===== src/rtl/core/srds_pkg.sv =====
// ----------------------------------------------------------------------------
// srds_pkg
// Shared constants, types and helper functions for the signed radix to digit
// string converter.
// ----------------------------------------------------------------------------
package srds_pkg;

    localparam int VALUE_W    = 64;                   // input field width
    localparam int VALUE_BITS = 64;                   // bits taken as the value
    localparam int RADIX_W    = 6;
    localparam int DIGIT_W    = 6;
    localparam int CHAR_W     = 8;
    localparam int DEPTH      = VALUE_BITS;           // max digits per value
    localparam int IDX_W      = $clog2(DEPTH);
    localparam int CNT_W      = $clog2(VALUE_BITS);
    localparam int CFG_IDX_W  = 1;

    localparam logic [CFG_IDX_W-1:0] REG_RADIX = 1'b0;
    localparam logic [CFG_IDX_W-1:0] REG_UPPER = 1'b1;

    localparam logic [RADIX_W-1:0] RADIX_RESET = 6'd10;
    localparam logic [RADIX_W-1:0] RADIX_MIN   = 6'd2;
    localparam logic [RADIX_W-1:0] RADIX_MAX   = 6'd36;
    localparam logic [RADIX_W-1:0] RADIX_DEC   = 6'd10;

    localparam logic [CHAR_W-1:0] MINUS_CHAR = 8'h2D;
    localparam logic [CHAR_W-1:0] ZERO_CHAR  = 8'h30;
    localparam logic [CHAR_W-1:0] UPPER_A    = 8'h41;
    localparam logic [CHAR_W-1:0] LOWER_A    = 8'h61;

    typedef struct packed {
        logic                  done;
        logic [VALUE_BITS-1:0] quotient;
        logic [DIGIT_W-1:0]    remainder;
    } div_result_t;

    function automatic logic [RADIX_W-1:0] eff_radix(input logic [RADIX_W-1:0] r);
        logic [RADIX_W-1:0] e;
        if (r < RADIX_MIN)
            e = RADIX_MIN;
        else if (r > RADIX_MAX)
            e = RADIX_MAX;
        else
            e = r;
        return e;
    endfunction

    function automatic logic [CHAR_W-1:0] digit_char(input logic [DIGIT_W-1:0] d,
                                                     input logic upper);
        logic [CHAR_W-1:0] c;
        logic [CHAR_W-1:0] dx;
        dx = CHAR_W'(d);
        if (d < DIGIT_W'(10))
            c = ZERO_CHAR + dx;
        else if (upper)
            c = UPPER_A + dx - CHAR_W'(10);
        else
            c = LOWER_A + dx - CHAR_W'(10);
        return c;
    endfunction

endpackage


===== src/rtl/core/srds_divider.sv =====
// ----------------------------------------------------------------------------
// srds_divider
// Restoring divider, one quotient bit per cycle: magnitude by radix.
// ----------------------------------------------------------------------------
module srds_divider
(
    input  logic                              clk,
    input  logic                              rst_n,
    input  logic                              start,
    input  logic [srds_pkg::VALUE_BITS-1:0]   dividend,
    input  logic [srds_pkg::RADIX_W-1:0]      divisor,
    output srds_pkg::div_result_t             result
);

    logic                                busy_reg;
    logic                                done_reg;
    logic [srds_pkg::CNT_W-1:0]          cnt_reg;
    logic [srds_pkg::VALUE_BITS-1:0]     quo_reg;
    logic [srds_pkg::DIGIT_W-1:0]        rem_reg;
    logic [srds_pkg::RADIX_W-1:0]        div_reg;

    logic [srds_pkg::DIGIT_W:0]          trial;
    logic [srds_pkg::DIGIT_W:0]          diff;
    logic                                ge;

    assign trial = {rem_reg, quo_reg[srds_pkg::VALUE_BITS-1]};
    assign ge    = trial >= {1'b0, div_reg};
    assign diff  = trial - {1'b0, div_reg};

    always_ff @(posedge clk or negedge rst_n)
    begin
        if (!rst_n)
        begin
            busy_reg <= 1'b0;
            done_reg <= 1'b0;
            cnt_reg  <= '0;
        end
        else
        begin
            done_reg <= 1'b0;
            if (start)
            begin
                busy_reg <= 1'b1;
                cnt_reg  <= srds_pkg::CNT_W'(srds_pkg::VALUE_BITS - 1);
            end
            else if (busy_reg)
            begin
                if (cnt_reg == '0)
                begin
                    busy_reg <= 1'b0;
                    done_reg <= 1'b1;
                end
                else
                begin
                    cnt_reg <= cnt_reg - 1'b1;
                end
            end
        end
    end

    always_ff @(posedge clk)
    begin
        if (start)
        begin
            quo_reg <= dividend;
            rem_reg <= '0;
            div_reg <= divisor;
        end
        else if (busy_reg)
        begin
            quo_reg <= {quo_reg[srds_pkg::VALUE_BITS-2:0], ge};
            rem_reg <= ge ? diff[srds_pkg::DIGIT_W-1:0] : trial[srds_pkg::DIGIT_W-1:0];
        end
    end

    assign result.done      = done_reg;
    assign result.quotient  = quo_reg;
    assign result.remainder = rem_reg;

endmodule


===== src/rtl/core/srds_digit_store.sv =====
// ----------------------------------------------------------------------------
// srds_digit_store
// Digit memory: remainders written least significant first, read back in
// reverse. One write port, one registered read port.
// ----------------------------------------------------------------------------
module srds_digit_store
(
    input  logic                            clk,
    input  logic                            wr_en,
    input  logic [srds_pkg::IDX_W-1:0]      wr_addr,
    input  logic [srds_pkg::DIGIT_W-1:0]    wr_data,
    input  logic                            rd_en,
    input  logic [srds_pkg::IDX_W-1:0]      rd_addr,
    output logic [srds_pkg::DIGIT_W-1:0]    rd_data
);

    logic [srds_pkg::DIGIT_W-1:0] mem [srds_pkg::DEPTH];

    always_ff @(posedge clk)
    begin
        if (wr_en)
            mem[wr_addr] <= wr_data;
    end

    always_ff @(posedge clk)
    begin
        if (rd_en)
            rd_data <= mem[rd_addr];
    end

endmodule


===== src/rtl/core/signed_radix_to_digit_string.sv =====
// ----------------------------------------------------------------------------
// signed_radix_to_digit_string
// Converts a signed integer to ASCII digits in a base from 2 to 36, most
// significant digit first, with a leading minus for negative base-10 values.
//
//   channel   direction  handshake           payload
//   s_*       in         s_tvalid/s_tready   s_tdata = value
//   m_*       out        m_tvalid/m_tready   m_tdata = character, m_tlast
//   cfg_*     in         cfg_valid/cfg_ready cfg_index, cfg_data
//
// Each digit comes from the shared restoring divider; each emitted digit is
// then read back through the digit store read port (ST_READ, then ST_SHOW).
// s_tready is low from accept until the last character is loaded for output.
// Reset restores radix 10 and upper case; a stalled m_tready holds the sign and digit output states.
// ----------------------------------------------------------------------------
module signed_radix_to_digit_string
(
    input  logic                             clk,
    input  logic                             rst_n,

    input  logic                             s_tvalid,
    output logic                             s_tready,
    input  logic [srds_pkg::VALUE_W-1:0]     s_tdata,   // [63:0] value

    output logic                             m_tvalid,
    input  logic                             m_tready,
    output logic [srds_pkg::CHAR_W-1:0]      m_tdata,   // [7:0] character
    output logic                             m_tlast,   // last_char

    input  logic                             cfg_valid,
    output logic                             cfg_ready,
    input  logic [srds_pkg::CFG_IDX_W-1:0]   cfg_index,
    input  logic [srds_pkg::RADIX_W-1:0]     cfg_data
);

    typedef enum logic [2:0] {
        ST_IDLE,
        ST_DIV,
        ST_SIGN,
        ST_READ,
        ST_SHOW
    } state_t;

    state_t                               state_reg, state_next;
    logic [srds_pkg::RADIX_W-1:0]         radix_reg;
    logic                                 upper_reg;
    logic [srds_pkg::RADIX_W-1:0]         base_reg, base_next;
    logic                                 minus_reg, minus_next;
    logic [srds_pkg::IDX_W-1:0]           ptr_reg, ptr_next;
    logic                                 out_valid_reg, out_valid_next;
    logic [srds_pkg::CHAR_W-1:0]          out_char_reg, out_char_next;
    logic                                 out_last_reg, out_last_next;

    logic [srds_pkg::VALUE_BITS-1:0]      raw;
    logic                                 negative;
    logic [srds_pkg::VALUE_BITS-1:0]      mag;
    logic [srds_pkg::RADIX_W-1:0]         base_eff;

    logic                                 div_start;
    logic [srds_pkg::VALUE_BITS-1:0]      div_dividend;
    srds_pkg::div_result_t                div_res;

    logic                                 wr_en;
    logic                                 rd_en;
    logic [srds_pkg::DIGIT_W-1:0]         rd_data;
    logic                                 out_free;
    logic                                 s_accept;

    assign raw      = s_tdata[srds_pkg::VALUE_BITS-1:0];
    assign negative = raw[srds_pkg::VALUE_BITS-1];
    assign mag      = negative ? (~raw + 1'b1) : raw;
    assign base_eff = srds_pkg::eff_radix(radix_reg);

    assign s_tready  = (state_reg == ST_IDLE);
    assign s_accept  = s_tvalid && s_tready;
    assign cfg_ready = 1'b1;
    assign out_free  = !out_valid_reg || m_tready;

    assign m_tvalid = out_valid_reg;
    assign m_tdata  = out_char_reg;
    assign m_tlast  = out_last_reg;

    always_ff @(posedge clk or negedge rst_n)
    begin
        if (!rst_n)
        begin
            radix_reg <= srds_pkg::RADIX_RESET;
            upper_reg <= 1'b1;
        end
        else if (cfg_valid)
        begin
            case (cfg_index)
                srds_pkg::REG_RADIX: radix_reg <= cfg_data;
                srds_pkg::REG_UPPER: upper_reg <= cfg_data[0];
                default: ;
            endcase
        end
    end

    srds_divider u_div
    (
        .clk      (clk),
        .rst_n    (rst_n),
        .start    (div_start),
        .dividend (div_dividend),
        .divisor  (state_reg == ST_IDLE ? base_eff : base_reg),
        .result   (div_res)
    );

    srds_digit_store u_store
    (
        .clk     (clk),
        .wr_en   (wr_en),
        .wr_addr (ptr_reg),
        .wr_data (div_res.remainder),
        .rd_en   (rd_en),
        .rd_addr (ptr_reg),
        .rd_data (rd_data)
    );

    always_comb
    begin
        state_next     = state_reg;
        base_next      = base_reg;
        minus_next     = minus_reg;
        ptr_next       = ptr_reg;
        out_valid_next = out_valid_reg && !m_tready;
        out_char_next  = out_char_reg;
        out_last_next  = out_last_reg;
        div_start      = 1'b0;
        div_dividend   = mag;
        wr_en          = 1'b0;
        rd_en          = 1'b0;

        case (state_reg)
            ST_IDLE:
            begin
                if (s_accept)
                begin
                    base_next  = base_eff;
                    minus_next = negative && (base_eff == srds_pkg::RADIX_DEC);
                    ptr_next   = '0;
                    div_start  = 1'b1;
                    state_next = ST_DIV;
                end
            end
            ST_DIV:
            begin
                div_dividend = div_res.quotient;
                if (div_res.done)
                begin
                    wr_en = 1'b1;
                    if (div_res.quotient == '0)
                        state_next = minus_reg ? ST_SIGN : ST_READ;
                    else
                    begin
                        div_start = 1'b1;
                        ptr_next  = ptr_reg + 1'b1;
                    end
                end
            end
            ST_SIGN:
            begin
                if (out_free)
                begin
                    out_valid_next = 1'b1;
                    out_char_next  = srds_pkg::MINUS_CHAR;
                    out_last_next  = 1'b0;
                    state_next     = ST_READ;
                end
            end
            ST_READ:
            begin
                rd_en      = 1'b1;
                state_next = ST_SHOW;
            end
            ST_SHOW:
            begin
                if (out_free)
                begin
                    out_valid_next = 1'b1;
                    out_char_next  = srds_pkg::digit_char(rd_data, upper_reg);
                    out_last_next  = (ptr_reg == '0);
                    if (ptr_reg == '0)
                        state_next = ST_IDLE;
                    else
                    begin
                        ptr_next   = ptr_reg - 1'b1;
                        state_next = ST_READ;
                    end
                end
            end
            default:
            begin
                state_next = ST_IDLE;
            end
        endcase
    end

    always_ff @(posedge clk or negedge rst_n)
    begin
        if (!rst_n)
        begin
            state_reg     <= ST_IDLE;
            out_valid_reg <= 1'b0;
            out_char_reg  <= '0;
            out_last_reg  <= 1'b0;
        end
        else
        begin
            state_reg     <= state_next;
            out_valid_reg <= out_valid_next;
            out_char_reg  <= out_char_next;
            out_last_reg  <= out_last_next;
        end
    end

    always_ff @(posedge clk)
    begin
        base_reg     <= base_next;
        minus_reg    <= minus_next;
        ptr_reg      <= ptr_next;
    end

endmodule


===== config.mk =====
export PLATFORM = sky130hd
export DESIGN_NAME = signed_radix_to_digit_string
export DESIGN_NICKNAME = d
export VERILOG_FILES = /design/src/rtl/core/srds_pkg.sv /design/src/rtl/core/srds_divider.sv /design/src/rtl/core/srds_digit_store.sv /design/src/rtl/core/signed_radix_to_digit_string.sv
export SDC_FILE = /design/constraint.sdc
export NUM_CORES = 1
export LEC_CHECK = 0
export BUFFER_PORTS_ARGS = -buffer_cell sky130_fd_sc_hd__buf_2
export CAP_MARGIN = 25
export CORE_ASPECT_RATIO = 0.5
export CORE_MARGIN = 5
export CORE_UTILIZATION = 56
export CTS_CLUSTER_SIZE = 14
export DETAILED_ROUTE_END_ITERATION = 12
export GPL_TIMING_DRIVEN = 0
export PLACE_DENSITY_LB_ADDON = 0.2
export SLEW_MARGIN = 25
export SYNTH_ARGS = -nofsm -noshare
export SYNTH_HDL_FRONTEND = slang
export SYNTH_SLANG_ARGS = --single-unit
export TNS_END_PERCENT = 30

===== constraint.sdc =====
create_clock -name clk -period 5.2 [get_ports clk]
set_input_delay 1.04 -clock clk [delete_from_list [all_inputs] [get_ports clk]]
set_output_delay 1.04 -clock clk [all_outputs]
set_load 0.01 [all_outputs]

==> flow_summary.toml <==
[global_route]
grt_busiest_layer = "met2"
grt_pass1_vias = 14600
use_met1_pct = 39.6
grt_max_degree = 69
antenna_found_initial = 1
track_usage_pct = 27.9
grt_remaining_overflow = 0
use_met3_pct = 7.21
grt_pass1_wl_mm = 92.3
use_met2_pct = 43.2

[placement]
portBuffers = 86
placed_cells = 2207
dpl.hpwl_mm = 41.6
globalplace.congestion = 0.994

[finish]
layout_commonest_cell = "edfxtp_1"
layout_common_cells = "edfxtp_1, nor2_1, nand2_1, buf_2, o21ai_0"
n_antenna_cell = 0
area_delta_synth_final_pct = 11.0
largest_reg_flops = 384
nets = 1818
drive_gt1_share_pct = 17.3
layout.cells.non_filler = 2279

[critical_path]
crit_family = "buffers and inverters"
critPathBufInv = 4
end_kind = "register"
rrSetupSlack_ns = 0.98
crit_chain = "buf_2 > buf_2 > buf_2 > clkbuf_1 > mux4_2 > nand2_1 > nand2_1 > a21oi_1 > o221a_2 > o211ai_1"
slowest_stage = "clkbuf_1"
path_max_fanout = 10
slowest_delay_ns = 0.80
critical_path.most_common_cell = "buf_2"
cp_data_required_time_ns = 5.46
critPathKind = "reg -> reg"
crit_arrival_ns = 4.48
cp-start-kind = "register"

[floorplanning]
die_y_um = 152
dieArea_um2 = 44400
rows = 51
fp.dieW_um = 293
start_util_pct = 57.2
coreArea_um2 = 39200
io_pins = 88

[synth]
synth_ff_type = "edfxtp_1"
synth_nets = 1683
synth-edff-count = 473
yosysTopAreaCell = "edfxtp_1"
synthArstFlopShare_pct = 5.52
syn_inst = 1588
synth_top_area_share_pct = 63.3
synth_area_um2 = 22400
yosys_warnings = 0
synth_cell_type_count = 74
ys_ff_latch = 507
synthTopCellsByArea = "edfxtp_1, mux2_2, mux4_2"
synth_area_per_cell_um2 = 14.1
synth-seq-area-share_pct = 67.0

[sta]
slew-limit-headroom_pct = 29.6
worst_pin_slew_ns = 1.06
final_hold_viol_count = 0
final_max_slew_viol_count = 0
min_period_ns = 4.22
rsz0062_at_grt = "false"
skew_ns = 0.0305
tns_ns = 0
setup_viol = 0
period_share_pct = 81.2
max_freq_mhz = 237

[run_status]
outcome = "finished clean"

[clocking]
cts-resized-gates = 0
cts_tree = "yes"
insertion_delay_ns = 0.58
postCtsSetupBuffers = 0
clock-sinks = 507
cts_buffer_depth = 3
htree_levels = 2
root_buffer = "clkbuf_16"
cts_buffers = 44
clkTransAtPathRegs_ns = 0.06
cts_hold_buf = 0

[drt]
drc = 0
post_drt_wl_per_cell_um = 27.4
totalWireLength_mm = 62.5
ant_nets = 0
vias_per_cell = 6.60
drtPass1Iterations = 6
vias = 15000
drt-initial-drc-count = 2457

[power]
leakage_nw = 8.55
vdd_ir_drop_max_v = 0.000359
powerDensity_nw_per_um2 = 451

[worst_hold_path]
hold_path_class = "reg -> reg"

[flow_run]
maxCapViolations = 0
## cell usage after synthesis (13+ instances only)
library cell,count
a221oi_1,56
a21oi_1,50
ha_1,17
mux2_2,60
nand3_1,15
nor4_1,25
nor2b_1,15
o31ai_1,19
xnor2_1,13
o21ai_0,99
inv_1,30
mux2i_1,29
or4_1,17
mux4_2,28
nand2_1,120
buf_2,28
xor2_1,64
dfrtp_1,25
a22oi_1,19
o22ai_1,18
clkbuf_1,53
edfxtp_1,473
nor2_1,134
## logic make-up after synthesis
family,count (synthesis),synth area share [%]
xor gates and xnor gates,77,3.00
AOI/OAI and AO/OA,345,10.8
DFF,507,67.0
other,1,0.0167
adders and majority gates,20,1.17
and+or+nand+nor,399,8.68
buffers and inverters,122,2.25
muxes,117,7.11
## layer usage
metal  vias to the layer above  part of all wire (%)
met5                         -                0.0080
met4                         2                   3.2
met3                       156                    12
met2                       992                    44
met1                      7436                    40
li1                       6454                     -
## final timing paths
| path | cells after the start | endpoint | start |
|---|---|---|---|
| setup / recovery | 10 | u_store.rd_data[5] | ptr_reg[2] |
| hold / removal | 2 | m_tdata[7] | m_tdata[7] |
| setup reg to reg | 10 | u_store.rd_data[5] | ptr_reg[2] |
| hold reg to reg | 2 | m_tdata[7] | m_tdata[7] |
| max in group asynchronous | 1 | u_div.cnt_reg[1] | rst_n |
| min in group asynchronous | 1 | m_tdata[6] | rst_n |
## through the flow
step	util (%)	cell area, µm²	worst slack, ns	hold slack (ns)	power (W)
3_5_place_dp	60.3	23600	1.21	0.466	0.00821
5_1_grt	63.5	24900	0.940	0.524	0.0117
6_report	63.5	24900	0.980	0.481	0.0112
3_3_place_gp	60.0	23500	-1.46	0.464	0.00813
2_1_floorplan	-	22400	0.254	0.483	0.00719
4_1_cts	63.5	24900	1.09	0.481	0.0112
## cell type report
type / count / area (µm²)
fill: 2960 / 14300
clock inverter: 11 / 82.6
inverter: 31 / 116
multi-input combinational: 959 / 6920
clock buffer: 61 / 1190
sequential: 507 / 15100
buffer: 91 / 392
timing repair buffer: 89 / 500
tap: 530 / 663
## worst register-to-register path: stages (launching register included)
cell	delay, ns
edfxtp_1	0.41
buf_2	0.27
buf_2	0.46
buf_2	0.56
clkbuf_1	0.81
mux4_2	0.46
nand2_1	0.11
nand2_1	0.07
a21oi_1	0.34
o221a_2	0.27
o211ai_1	0.16
## power breakdown
part,total (W),switching [W],leakage [nW],internal [W]
Clock,0.00305,0.00141,0.619,0.00164
Sequential,0.00616,0.000728,4.78,0.00543
Combinational,0.00203,0.00127,3.15,0.000759
(Power assumes the default switching activity.)
